**config.mk**
```make
export PLATFORM = sky130hd
export DESIGN_NAME = sax_symbol_encoder_top
export DESIGN_NICKNAME = d
export VERILOG_FILES = /design/src/hdl/sax_pkg.sv /design/src/hdl/sax_symbol_encoder_top.sv /design/src/hdl/sax_front.sv /design/src/hdl/sax_queue.sv /design/src/hdl/sax_back.sv
export SDC_FILE = /design/constraint.sdc
export NUM_CORES = 2
export LEC_CHECK = 0
export BUFFER_PORTS_ARGS = -buffer_cell sky130_fd_sc_hd__buf_2
export CORE_MARGIN = 4
export CORE_UTILIZATION = 30
export DETAILED_ROUTE_END_ITERATION = 12
export GPL_TIMING_DRIVEN = 0
export PLACE_DENSITY = 0.43
export SLEW_MARGIN = 20
export SYNTH_ARGS = -nofsm -noshare
export SYNTH_HDL_FRONTEND = slang
export SYNTH_SLANG_ARGS = --single-unit
```
**constraint.sdc**
```tcl
create_clock -name clk -period 16.9 [get_ports clk]
set_clock_uncertainty 0.1 [all_clocks]
set_input_delay 2.535 -clock clk [delete_from_list [all_inputs] [get_ports clk]]
set_output_delay 2.535 -clock clk [all_outputs]
set_load 0.02 [all_outputs]
```
**src/hdl/sax_pkg.sv**
```systemverilog
`timescale 1ns / 1ps
`default_nettype none

package sax_pkg;

  localparam int SAMPLE_W    = 16;
  localparam int MAX_SEGMENT = 256;
  localparam int LEN_W       = 9;
  localparam int ALPHA_W     = 4;
  localparam int ALPHA_MAX   = 10;
  localparam int NUM_BP      = ALPHA_MAX - 1;
  localparam int SYM_W       = 4;
  localparam int SUM_W       = SAMPLE_W + LEN_W - 1;
  localparam int BP_W        = 14;
  localparam int PROD_W      = BP_W + LEN_W + 1;
  localparam int ADDR_W      = 3;
  localparam int DATA_W      = 32;
  localparam int QUEUE_DEPTH = 4;
  localparam int QPTR_W      = 2;
  localparam int QCNT_W      = 3;

  typedef enum logic [0:0] {
    REG_SEGMENT_LENGTH = 1'b0,
    REG_ALPHABET_SIZE  = 1'b1
  } reg_idx_t;

  typedef struct packed {
    logic signed [SAMPLE_W-1:0] sample;
    logic                       series_end;
  } in_t;

  typedef struct packed {
    logic [SYM_W-1:0] symbol;
    logic             last_symbol;
  } out_t;

  typedef struct packed {
    logic signed [SUM_W-1:0] sum;
    logic [LEN_W-1:0]        count;
    logic                    last;
  } seg_t;

  typedef struct packed {
    logic full;
    logic empty;
  } q_stat_t;

  typedef logic signed [BP_W-1:0] bp_t;
  typedef bp_t bp_row_t [NUM_BP];

  // gaussian breakpoints in q2.12, one row per alphabet size
  localparam bp_row_t BP_TABLE [ALPHA_MAX+1] = '{
    '{0, 0, 0, 0, 0, 0, 0, 0, 0},
    '{0, 0, 0, 0, 0, 0, 0, 0, 0},
    '{0, 0, 0, 0, 0, 0, 0, 0, 0},
    '{-1764, 1764, 0, 0, 0, 0, 0, 0, 0},
    '{-2763, 0, 2763, 0, 0, 0, 0, 0, 0},
    '{-3447, -1038, 1038, 3447, 0, 0, 0, 0, 0},
    '{-3963, -1764, 0, 1764, 3963, 0, 0, 0, 0},
    '{-4373, -2318, -737, 737, 2318, 4373, 0, 0, 0},
    '{-4712, -2763, -1305, 0, 1305, 2763, 4712, 0, 0},
    '{-5000, -3132, -1764, -572, 572, 1764, 3132, 5000, 0},
    '{-5249, -3447, -2148, -1038, 0, 1038, 2148, 3447, 5249}
  };

endpackage

`default_nettype wire

```
**src/hdl/sax_symbol_encoder_top.sv**
```systemverilog
// channel  | handshake                  | payload
// sample   | sample_valid, sample_ready | sample_item (sample, series_end)
// symbol   | symbol_valid, symbol_ready | symbol_item (symbol, last_symbol)
// config   | psel, penable, pwrite      | paddr, pwdata, prdata
//
// one sample per cycle unless the queue is full; the front accumulator closes a segment in the cycle it is taken
// a symbol is offered once it has passed, from the edge that takes its closing sample:
// queue write, product stage, output register
// reset restores segment_length 8 and alphabet_size 4 and clears the running segment
// a four-entry segment queue decouples front and back; sample_ready drops only when it fills
`timescale 1ns / 1ps
`default_nettype none

module sax_symbol_encoder_top (
  input  wire logic                        clk,
  input  wire logic                        rst,
  input  wire logic                        sample_valid,
  output logic                             sample_ready,
  input  wire sax_pkg::in_t                sample_item,
  output logic                             symbol_valid,
  input  wire logic                        symbol_ready,
  output sax_pkg::out_t                    symbol_item,
  input  wire logic                        psel,
  input  wire logic                        penable,
  input  wire logic                        pwrite,
  input  wire logic [sax_pkg::ADDR_W-1:0]  paddr,
  input  wire logic [sax_pkg::DATA_W-1:0]  pwdata,
  output logic [sax_pkg::DATA_W-1:0]       prdata,
  output logic                             pready
);
  import sax_pkg::*;

  logic [LEN_W-1:0]   segment_length;
  logic [ALPHA_W-1:0] alphabet_size;
  reg_idx_t           reg_idx;
  logic               wr_en;

  logic               q_push;
  logic               q_pop;
  seg_t               q_wdata;
  seg_t               q_rdata;
  q_stat_t            q_stat;

  assign pready  = 1'b1;
  assign reg_idx = reg_idx_t'(paddr[2]);
  assign wr_en   = psel && penable && pwrite && pready;

  always_ff @(posedge clk) begin
    if (rst) begin
      segment_length <= LEN_W'(8);
      alphabet_size  <= ALPHA_W'(4);
    end else if (wr_en) begin
      unique case (reg_idx)
        REG_SEGMENT_LENGTH: segment_length <= pwdata[LEN_W-1:0];
        REG_ALPHABET_SIZE:  alphabet_size  <= pwdata[ALPHA_W-1:0];
        default: ;
      endcase
    end
  end

  always_comb begin
    unique case (reg_idx)
      REG_SEGMENT_LENGTH: prdata = {{(DATA_W-LEN_W){1'b0}}, segment_length};
      REG_ALPHABET_SIZE:  prdata = {{(DATA_W-ALPHA_W){1'b0}}, alphabet_size};
      default:            prdata = '0;
    endcase
  end

  sax_front u_front (
    .clk            (clk),
    .rst            (rst),
    .valid          (sample_valid),
    .ready          (sample_ready),
    .item           (sample_item),
    .segment_length (segment_length),
    .q_full         (q_stat.full),
    .push           (q_push),
    .seg            (q_wdata)
  );

  sax_queue u_queue (
    .clk   (clk),
    .rst   (rst),
    .push  (q_push),
    .wdata (q_wdata),
    .pop   (q_pop),
    .rdata (q_rdata),
    .stat  (q_stat)
  );

  sax_back u_back (
    .clk           (clk),
    .rst           (rst),
    .alphabet_size (alphabet_size),
    .q_empty       (q_stat.empty),
    .q_data        (q_rdata),
    .pop           (q_pop),
    .valid         (symbol_valid),
    .ready         (symbol_ready),
    .item          (symbol_item)
  );

  a_no_overflow: assert property (@(posedge clk) disable iff (rst)
    q_push |-> !q_stat.full || q_pop)
    else $error("segment pushed into full queue");

  a_symbol_range: assert property (@(posedge clk) disable iff (rst)
    symbol_valid |-> symbol_item.symbol <= SYM_W'(NUM_BP))
    else $error("symbol above largest alphabet");

  a_reset_clean: assert property (@(posedge clk)
    rst |=> !symbol_valid && q_stat.empty)
    else $error("pipeline not empty after reset");

endmodule

`default_nettype wire

```
**src/hdl/sax_front.sv**
```systemverilog
`timescale 1ns / 1ps
`default_nettype none

module sax_front (
  input  wire logic                     clk,
  input  wire logic                     rst,
  input  wire logic                     valid,
  output logic                          ready,
  input  wire sax_pkg::in_t             item,
  input  wire logic [sax_pkg::LEN_W-1:0] segment_length,
  input  wire logic                     q_full,
  output logic                          push,
  output sax_pkg::seg_t                 seg
);
  import sax_pkg::*;

  logic signed [SUM_W-1:0] sum;
  logic [LEN_W-1:0]        count;
  logic signed [SUM_W-1:0] sum_next;
  logic [LEN_W-1:0]        count_next;
  logic [LEN_W-1:0]        len_eff;
  logic                    accept;
  logic                    close;

  always_comb begin
    if (segment_length == '0) begin
      len_eff = LEN_W'(1);
    end else if (segment_length > LEN_W'(MAX_SEGMENT)) begin
      len_eff = LEN_W'(MAX_SEGMENT);
    end else begin
      len_eff = segment_length;
    end
  end

  assign ready      = !q_full;
  assign accept     = valid && ready;
  assign sum_next   = sum + {{(SUM_W-SAMPLE_W){item.sample[SAMPLE_W-1]}}, item.sample};
  assign count_next = count + LEN_W'(1);
  assign close      = (count_next >= len_eff) || item.series_end;
  assign push       = accept && close;

  assign seg.sum   = sum_next;
  assign seg.count = count_next;
  assign seg.last  = item.series_end;

  always_ff @(posedge clk) begin
    if (rst) begin
      sum   <= '0;
      count <= '0;
    end else if (accept) begin
      if (close) begin
        sum   <= '0;
        count <= '0;
      end else begin
        sum   <= sum_next;
        count <= count_next;
      end
    end
  end

endmodule

`default_nettype wire

```
**src/hdl/sax_queue.sv**
```systemverilog
`timescale 1ns / 1ps
`default_nettype none

module sax_queue (
  input  wire logic            clk,
  input  wire logic            rst,
  input  wire logic            push,
  input  wire sax_pkg::seg_t   wdata,
  input  wire logic            pop,
  output sax_pkg::seg_t        rdata,
  output sax_pkg::q_stat_t     stat
);
  import sax_pkg::*;

  seg_t              entries [QUEUE_DEPTH];
  logic [QPTR_W-1:0] wr_ptr;
  logic [QPTR_W-1:0] rd_ptr;
  logic [QCNT_W-1:0] fill;

  assign rdata      = entries[rd_ptr];
  assign stat.full  = (fill == QCNT_W'(QUEUE_DEPTH));
  assign stat.empty = (fill == '0);

  always_ff @(posedge clk) begin
    if (push) begin
      entries[wr_ptr] <= wdata;
    end
  end

  always_ff @(posedge clk) begin
    if (rst) begin
      wr_ptr <= '0;
      rd_ptr <= '0;
      fill   <= '0;
    end else begin
      if (push) begin
        wr_ptr <= wr_ptr + QPTR_W'(1);
      end
      if (pop) begin
        rd_ptr <= rd_ptr + QPTR_W'(1);
      end
      if (push && !pop) begin
        fill <= fill + QCNT_W'(1);
      end else if (pop && !push) begin
        fill <= fill - QCNT_W'(1);
      end
    end
  end

endmodule

`default_nettype wire

```
**src/hdl/sax_back.sv**
```systemverilog
`timescale 1ns / 1ps
`default_nettype none

module sax_back (
  input  wire logic                        clk,
  input  wire logic                        rst,
  input  wire logic [sax_pkg::ALPHA_W-1:0] alphabet_size,
  input  wire logic                        q_empty,
  input  wire sax_pkg::seg_t               q_data,
  output logic                             pop,
  output logic                             valid,
  input  wire logic                        ready,
  output sax_pkg::out_t                    item
);
  import sax_pkg::*;

  logic [ALPHA_W-1:0]      a_eff;
  logic [ALPHA_W-1:0]      nbp;
  logic signed [PROD_W-1:0] prod_c [NUM_BP];
  logic [NUM_BP-1:0]       en_c;

  logic                    s1_valid;
  logic signed [SUM_W-1:0] s1_sum;
  logic signed [PROD_W-1:0] s1_prod [NUM_BP];
  logic [NUM_BP-1:0]       s1_en;
  logic                    s1_last;

  logic [SYM_W-1:0]        sym_c;
  logic                    o_adv;
  logic                    s1_adv;

  assign o_adv  = !valid || ready;
  assign s1_adv = !s1_valid || o_adv;
  assign pop    = !q_empty && s1_adv;

  always_comb begin
    if (alphabet_size > ALPHA_W'(ALPHA_MAX)) begin
      a_eff = ALPHA_W'(ALPHA_MAX);
    end else begin
      a_eff = alphabet_size;
    end
    nbp = (a_eff < ALPHA_W'(2)) ? '0 : a_eff - ALPHA_W'(1);
  end

  // breakpoint times the segment's sample count, one constant row per alphabet
  always_comb begin
    for (int i = 0; i < NUM_BP; i++) begin
      prod_c[i] = PROD_W'(BP_TABLE[a_eff][i]) * PROD_W'($signed({1'b0, q_data.count}));
      en_c[i]   = (ALPHA_W'(i) < nbp);
    end
  end

  always_comb begin
    sym_c = '0;
    for (int i = 0; i < NUM_BP; i++) begin
      if (s1_en[i] && (s1_sum > s1_prod[i])) begin
        sym_c = sym_c + SYM_W'(1);
      end
    end
  end

  always_ff @(posedge clk) begin
    if (rst) begin
      s1_valid <= 1'b0;
    end else if (s1_adv) begin
      s1_valid <= pop;
    end
  end

  always_ff @(posedge clk) begin
    if (pop) begin
      s1_sum  <= q_data.sum;
      s1_en   <= en_c;
      s1_last <= q_data.last;
      for (int i = 0; i < NUM_BP; i++) begin
        s1_prod[i] <= prod_c[i];
      end
    end
  end

  always_ff @(posedge clk) begin
    if (rst) begin
      valid <= 1'b0;
    end else if (o_adv) begin
      valid <= s1_valid;
    end
  end

  always_ff @(posedge clk) begin
    if (o_adv && s1_valid) begin
      item.symbol      <= sym_c;
      item.last_symbol <= s1_last;
    end
  end

endmodule

`default_nettype wire
```
Yosys cells after proc, flatten, opt, wreduce, memory -nomap -nowiden

Memories as Yosys holds them, arrays and structs flattened. A register that Yosys moved wholly into a read port is not among the register bits.
Index checks and enable logic that the tools add are counted.

Register bits: 94
Bits in writable memories: 352
ROM bits: 2016
Memories: 3

Memory list:

| memory          | words | bits a word | rd ports | clocked after Yosys merged registers in | write ports | RTL line        | source |
|---|---|---|---|---|---|---|---|
| (no name shown) | 16    | 126         | 1        | 0                                       | 0           | sax_back.sv:48  | `prod_c[i] = PROD_W'(BP_TABLE[a_eff][i]) * PROD_W'($signed({1'b0, q_data.count}));` |
| u_back.s1_prod  | 9     | 24          | 9        | 0                                       | 9           | sax_back.sv:24  | `logic signed [PROD_W-1:0] s1_prod [NUM_BP];` |
| u_queue.entries | 4     | 34          | 1        | 1                                       | 1           | sax_queue.sv:15 | `seg_t entries [QUEUE_DEPTH];` |

$add $sub $neg: 15
$mul: 9
$lt $le $gt $ge: 23
Equal/unequal tests: 1
Muxes and demuxes: 26
Bitwise gates (word level): 2
Reductions and logical operators: 31

Operators with widths:

| operator                                                   | count |
|---|---|
| two-way mux 126 bit                                        | 2 |
| greater-than comparator 24 bit                             | 9 |
| multiplier 14 x 10 -> 24 bit                               | 9 |
| case mux 32 bit (2 select lines)                           | 1 |
| two-way mux 4 bit                                          | 10 |
| adder 4 x 1 -> 4 bit (second input constant)               | 7 |
| two-way mux 9 bit                                          | 3 |
| adder 24 bit                                               | 1 |
| two-way mux 24 bit                                         | 1 |
| logical AND 1 bit                                          | 17 |
| less-than comparator 3 x 4 -> 1 bit (first input constant) | 4 |
| adder 9 x 1 -> 9 bit (second input constant)               | 1 |
| greater-or-equal comparator 9 bit                          | 1 |
| greater-than comparator 9 bit (second input constant)      | 1 |
| zero test 9 bit                                            | 1 |
| less-than comparator 1 x 4 -> 1 bit (first input constant) | 2 |
| less-than comparator 2 x 4 -> 1 bit (first input constant) | 2 |
| zero test 1 bit                                            | 6 |
| two-way mux 3 bit                                          | 2 |
| greater-or-equal comparator 5 bit (second input constant)  | 1 |
| two-way mux 1 bit                                          | 5 |
| NOT 4 -> 5 bit                                             | 1 |
| adder 2 x 1 -> 2 bit (second input constant)               | 2 |
| greater-than comparator 4 bit (second input constant)      | 1 |
| 13 further kinds                                           | 17 |

Depth between registers and ports, before layout

An unclocked memory read counts as a cell.

Depth after elaboration: 20
Mapped depth: 36
Gate-level depth less buffers: 35

Cells and area by module

A second synthesis with hierarchy kept.

Cell total of the unflattened synthesis: 5407
Area, all modules: 54502.3 µm²

Modules (own cells, without submodules):

| module                 | instances | cells an instance | area each (µm²) |
|---|---|---|---|
| sax_back               | 1         | 4731              | 45482.4 |
| sax_queue              | 1         | 222               | 5383.9 |
| sax_front              | 1         | 362               | 2787.7 |
| sax_symbol_encoder_top | 1         | 92                | 848.3 |

Worst setup path before layout

OpenSTA, ideal clock, no wires.

Path type: input to register
Start: in symbol_ready
End: reg u_queue.fill[2]
Library setup time: 0.070 ns
Data arrival time: 16.206 ns
Required time: 16.730 ns
Path slack: 0.524 ns
Stages: 9
Buffers on the path: 0
Cell sequence: nor2b_1 -> a21oi_1 -> inv_1 -> ha_1 -> inv_1 -> fa_1 -> xor2_1 -> or3_1 -> a21oi_1

Cells in the longest elaborated chain, start to end: 6
Elaborated cells on any way between the ends: 8
Classes of those cells: mux (1); reduce/logical (7)

Ends and longest elaborated chain:

| what                                                           | RTL line                     | source |
|---|---|---|
| start: declaration                                             | sax_symbol_encoder_top.sv:21 | `input wire logic symbol_ready,` |
| logical OR 1 bit (*)                                           | sax_back.sv:32               | `assign o_adv = !valid \|\| ready;` |
| logical OR 1 bit (*)                                           | sax_back.sv:33               | `assign s1_adv = !s1_valid \|\| o_adv;` |
| logical AND 1 bit (*)                                          | sax_back.sv:34               | `assign pop = !q_empty && s1_adv;` |
| via q_pop                                                      | sax_symbol_encoder_top.sv:39 | `logic q_pop;` |
| zero test 1 bit                                                | sax_queue.sv:42              | `if (push && !pop) begin` |
| logical AND 1 bit                                              | sax_queue.sv:42              |  |
| two-way mux 3 bit / nonzero test 2 bit (equally long branches) | --                           |  |
| end signal: assignment                                         | sax_queue.sv:43              | `fill <= fill + QCNT_W'(1);` |
| end signal: assignment                                         | sax_queue.sv:45              | `fill <= fill - QCNT_W'(1);` |
| end: declaration                                               | sax_queue.sv:18              | `logic [QCNT_W-1:0] fill;` |

The timed path passes the listed nets; every way through them passes the cells marked *.
A chain may end at the register's enable or synchronous reset.

==> results.sh <==
export IMPL_setup_ws_ns=5.314
export IMPL_pre_cts_slack_ns=5.692
export IMPL_ys_ff_latch=443
export IMPL_final_nets=7139
export IMPL_routabilityCongestion=0.9586
export IMPL_first_pass_iters=5
export IMPL_vias=37820
export IMPL_antenna_found_initial=19
export IMPL_postCtsSetupBuffers=0
export IMPL_tightest_slew_ns=1.385
export IMPL_detail_route_wl_per_cell_um=22.35
export IMPL_netlist_area_leader_share_pct=24.31
export IMPL_endpoint_kind="flip-flop"
export IMPL_critPathLaunchType="flip-flop"
export IMPL_grt_pass1_wl_mm=264.4
export IMPL_syn_avg_cell_area_sq_um=9.927
export IMPL_async_flop_share_pct=0
export IMPL_syn2layout_area_growth_pct=12.77
export IMPL_min_period_over_period_pct=68.56
export IMPL_cts_repair_resized=0
export IMPL_required_ns=17.23
export IMPL_grt_overflow_total=0
export IMPL_viasPerCell=4.720
export IMPL_worstHoldPathType="flip-flop to flip-flop"
export IMPL_drive_above_1_share_pct=6.161
export IMPL_holdBufCountCts=0
export IMPL_critical_path_arrival_ns=11.92
export IMPL_final_setup_tns_ns=0
export IMPL_synth_most_common_cell="inv_1"
export IMPL_die_w_um=431.0
export IMPL_cts_root_buf="clkbuf_16"
export IMPL_critPathMostFrequentCell="inv_1"
export IMPL_ant_nets=0
export IMPL_die_h_um=431.0
export IMPL_tritoncts="done"
export IMPL_route_detailed_drc=0
export IMPL_clk_latency_ns=0.71
export IMPL_path_clk_slew_ns=0.06
export IMPL_syn_inst=5408
export IMPL_cts_buffer_depth=3
export IMPL_status="complete, no violations"
export IMPL_maxCapViolations=0
export IMPL_io_pins=99
export IMPL_synth_edff_count=386
export IMPL_critical_path_class="flip-flop to flip-flop"
export IMPL_numCtsBuffers=58
export IMPL_cts_sinks=443
export IMPL_initialDrtViolationCount=2483
export IMPL_max_freq_ghz=0.08631
export IMPL_maxSlewViolCount=0
export IMPL_slowest_delay_ns=0.81
export IMPL_crit_fanout=10
export IMPL_synth_area_leaders="fa_1, edfxtp_1, ha_1"
export IMPL_ys_types=87
export IMPL_grt_max_degree=26
export IMPL_critPathSlowestCell="buf_1"
export IMPL_slew_headroom_pct=7.659
export IMPL_yosys_area_top_type="fa_1"
export IMPL_fin_util_pct=34.19
export IMPL_yosysWarnings=0
export IMPL_num_rows=154
export IMPL_htree_levels=2
export IMPL_synth_cell_area_sq_um=53690
export IMPL_grt_usage_pct=19.34
export IMPL_hpwl_mm=152.2
export IMPL_initial_utilization_pct=30.32
export IMPL_synthFlopType="edfxtp_1"
export IMPL_fin_crit_ns=11.59
export IMPL_finalHoldViolCount=0
export IMPL_rsz0062_at_grt="no"
export IMPL_io_buffers=48
export IMPL_core_area_sq_um=177100
export IMPL_setup_violations=0
export IMPL_die_area_sq_um=185800
export IMPL_seq_area_frac_synth_pct=23.72
export IMPL_routed_wl_mm=179.1
export IMPL_grt_pass1_vias=39250
export IMPL_ys_top_cells_by_count="inv_1, ha_1, fa_1, nor2_1, nand2_1"
through the flow:
stage,instances,hold slack [ns],instance area [sq um]
after floorplan,5431,0.3003,53770
after global placement,7819,0.3075,56940
after detailed placement,7896,0.3159,58480
after CTS,8005,0.3072,60510
after global routing,8005,0.3030,60520
final,8012,0.3175,60540
state kept, by name (all words and copies together), names as in the netlist, 3 cells and up, named ones only:
signal	count
alphabet_size	4
segment_length	9
u_back.item	5
u_back.s1_en	9
u_back.s1_prod	211
u_back.s1_sum	24
u_front.count	9
u_front.sum	24
u_queue.entries	136
u_queue.fill	3
layer usage:
metal | vias to the layer above | part of all wire, % | GRT usage [%]
li1 | 17930 | - | -
met1 | 18620 | 44 | 26.15
met3 | 292 | 5.8 | 3.056
met2 | 975 | 46 | 31.50
met4 | 6 | 4.1 | 6.699
met5 | - | 0.023 | 0
path summary, 6_finish.rpt:
path	from	endpoint	slack, ns	cells after the start
max reg2reg	alphabet_size[3]	u_back.s1_prod[0][22]	5.31	35
max	alphabet_size[3]	u_back.s1_prod[0][22]	5.31	35
min	u_back.s1_last	u_back.item[0]	0.32	0
min reg2reg	u_back.s1_last	u_back.item[0]	0.32	0
area by class of cell:
class / instances / area (sq um)
Fill cell: 18040 / 116500
Multi-Input combinational cell: 3640 / 35960
Sequential cell: 443 / 12730
Inverter: 1235 / 4638
Tap cell: 2340 / 2928
Timing Repair Buffer: 125 / 1708
Clock buffer: 73 / 1558
Buffer: 113 / 531.8
Clock inverter: 36 / 466.7
Antenna cell: 7 / 17.52
placed cells by master (no fill, tap or decap), drive strengths merged, types with 16 or more instances in the layout:
cell | Yosys | routed
o21ai | 163 | 163
mux4 | 25 | 25
nor2b | 54 | 54
and3 | 25 | 25
ha | 812 | 812
inv | 1233 | 1236
xor2 | 51 | 51
o21a | 36 | 36
mux2 | 16 | 16
xnor2 | 177 | 177
clkinv | 2 | 24
edfxtp | 386 | 386
buf | 36 | 161
nand2b | 37 | 37
nand3 | 71 | 71
nand4 | 50 | 50
conb | 2 | 25
a21oi | 243 | 243
and2 | 19 | 19
dfxtp | 57 | 57
mux2i | 18 | 18
clkbuf | 77 | 150
nor3 | 64 | 64
nor2 | 394 | 394
a21o | 75 | 75
nand2 | 388 | 388
a211oi | 24 | 24
fa | 652 | 652
a31oi | 22 | 22
o21bai | 45 | 45
cells by family (layout without fill, tap and decap cells):
logic type | Yosys count | in the layout | synth area share [%]
compound gates | 696 | 696 | 8.029
xor+xnor | 230 | 230 | 3.894
fa+ha+maj | 1464 | 1464 | 43.24
buf+inv | 1348 | 1582 | 9.612
flops | 443 | 443 | 23.72
mux | 59 | 59 | 1.720
other cells | 2 | 32 | 0.01399
simple gates | 1166 | 1166 | 9.777
critical path: cells and delay by family, from the launching register on:
family,cells,cell delay (ns)
xor gates and xnor gates,1,0.16
DFF,1,0.54
and+or+nand+nor,7,2.02
AOI/OAI and AO/OA,6,1.64
adders and majority gates,8,3.41
buffers and inverters,13,3.44
Power is left out: the tool's default activity adds up to more than one toggle a clock period on the data nets, which glitch-free logic cannot reach.
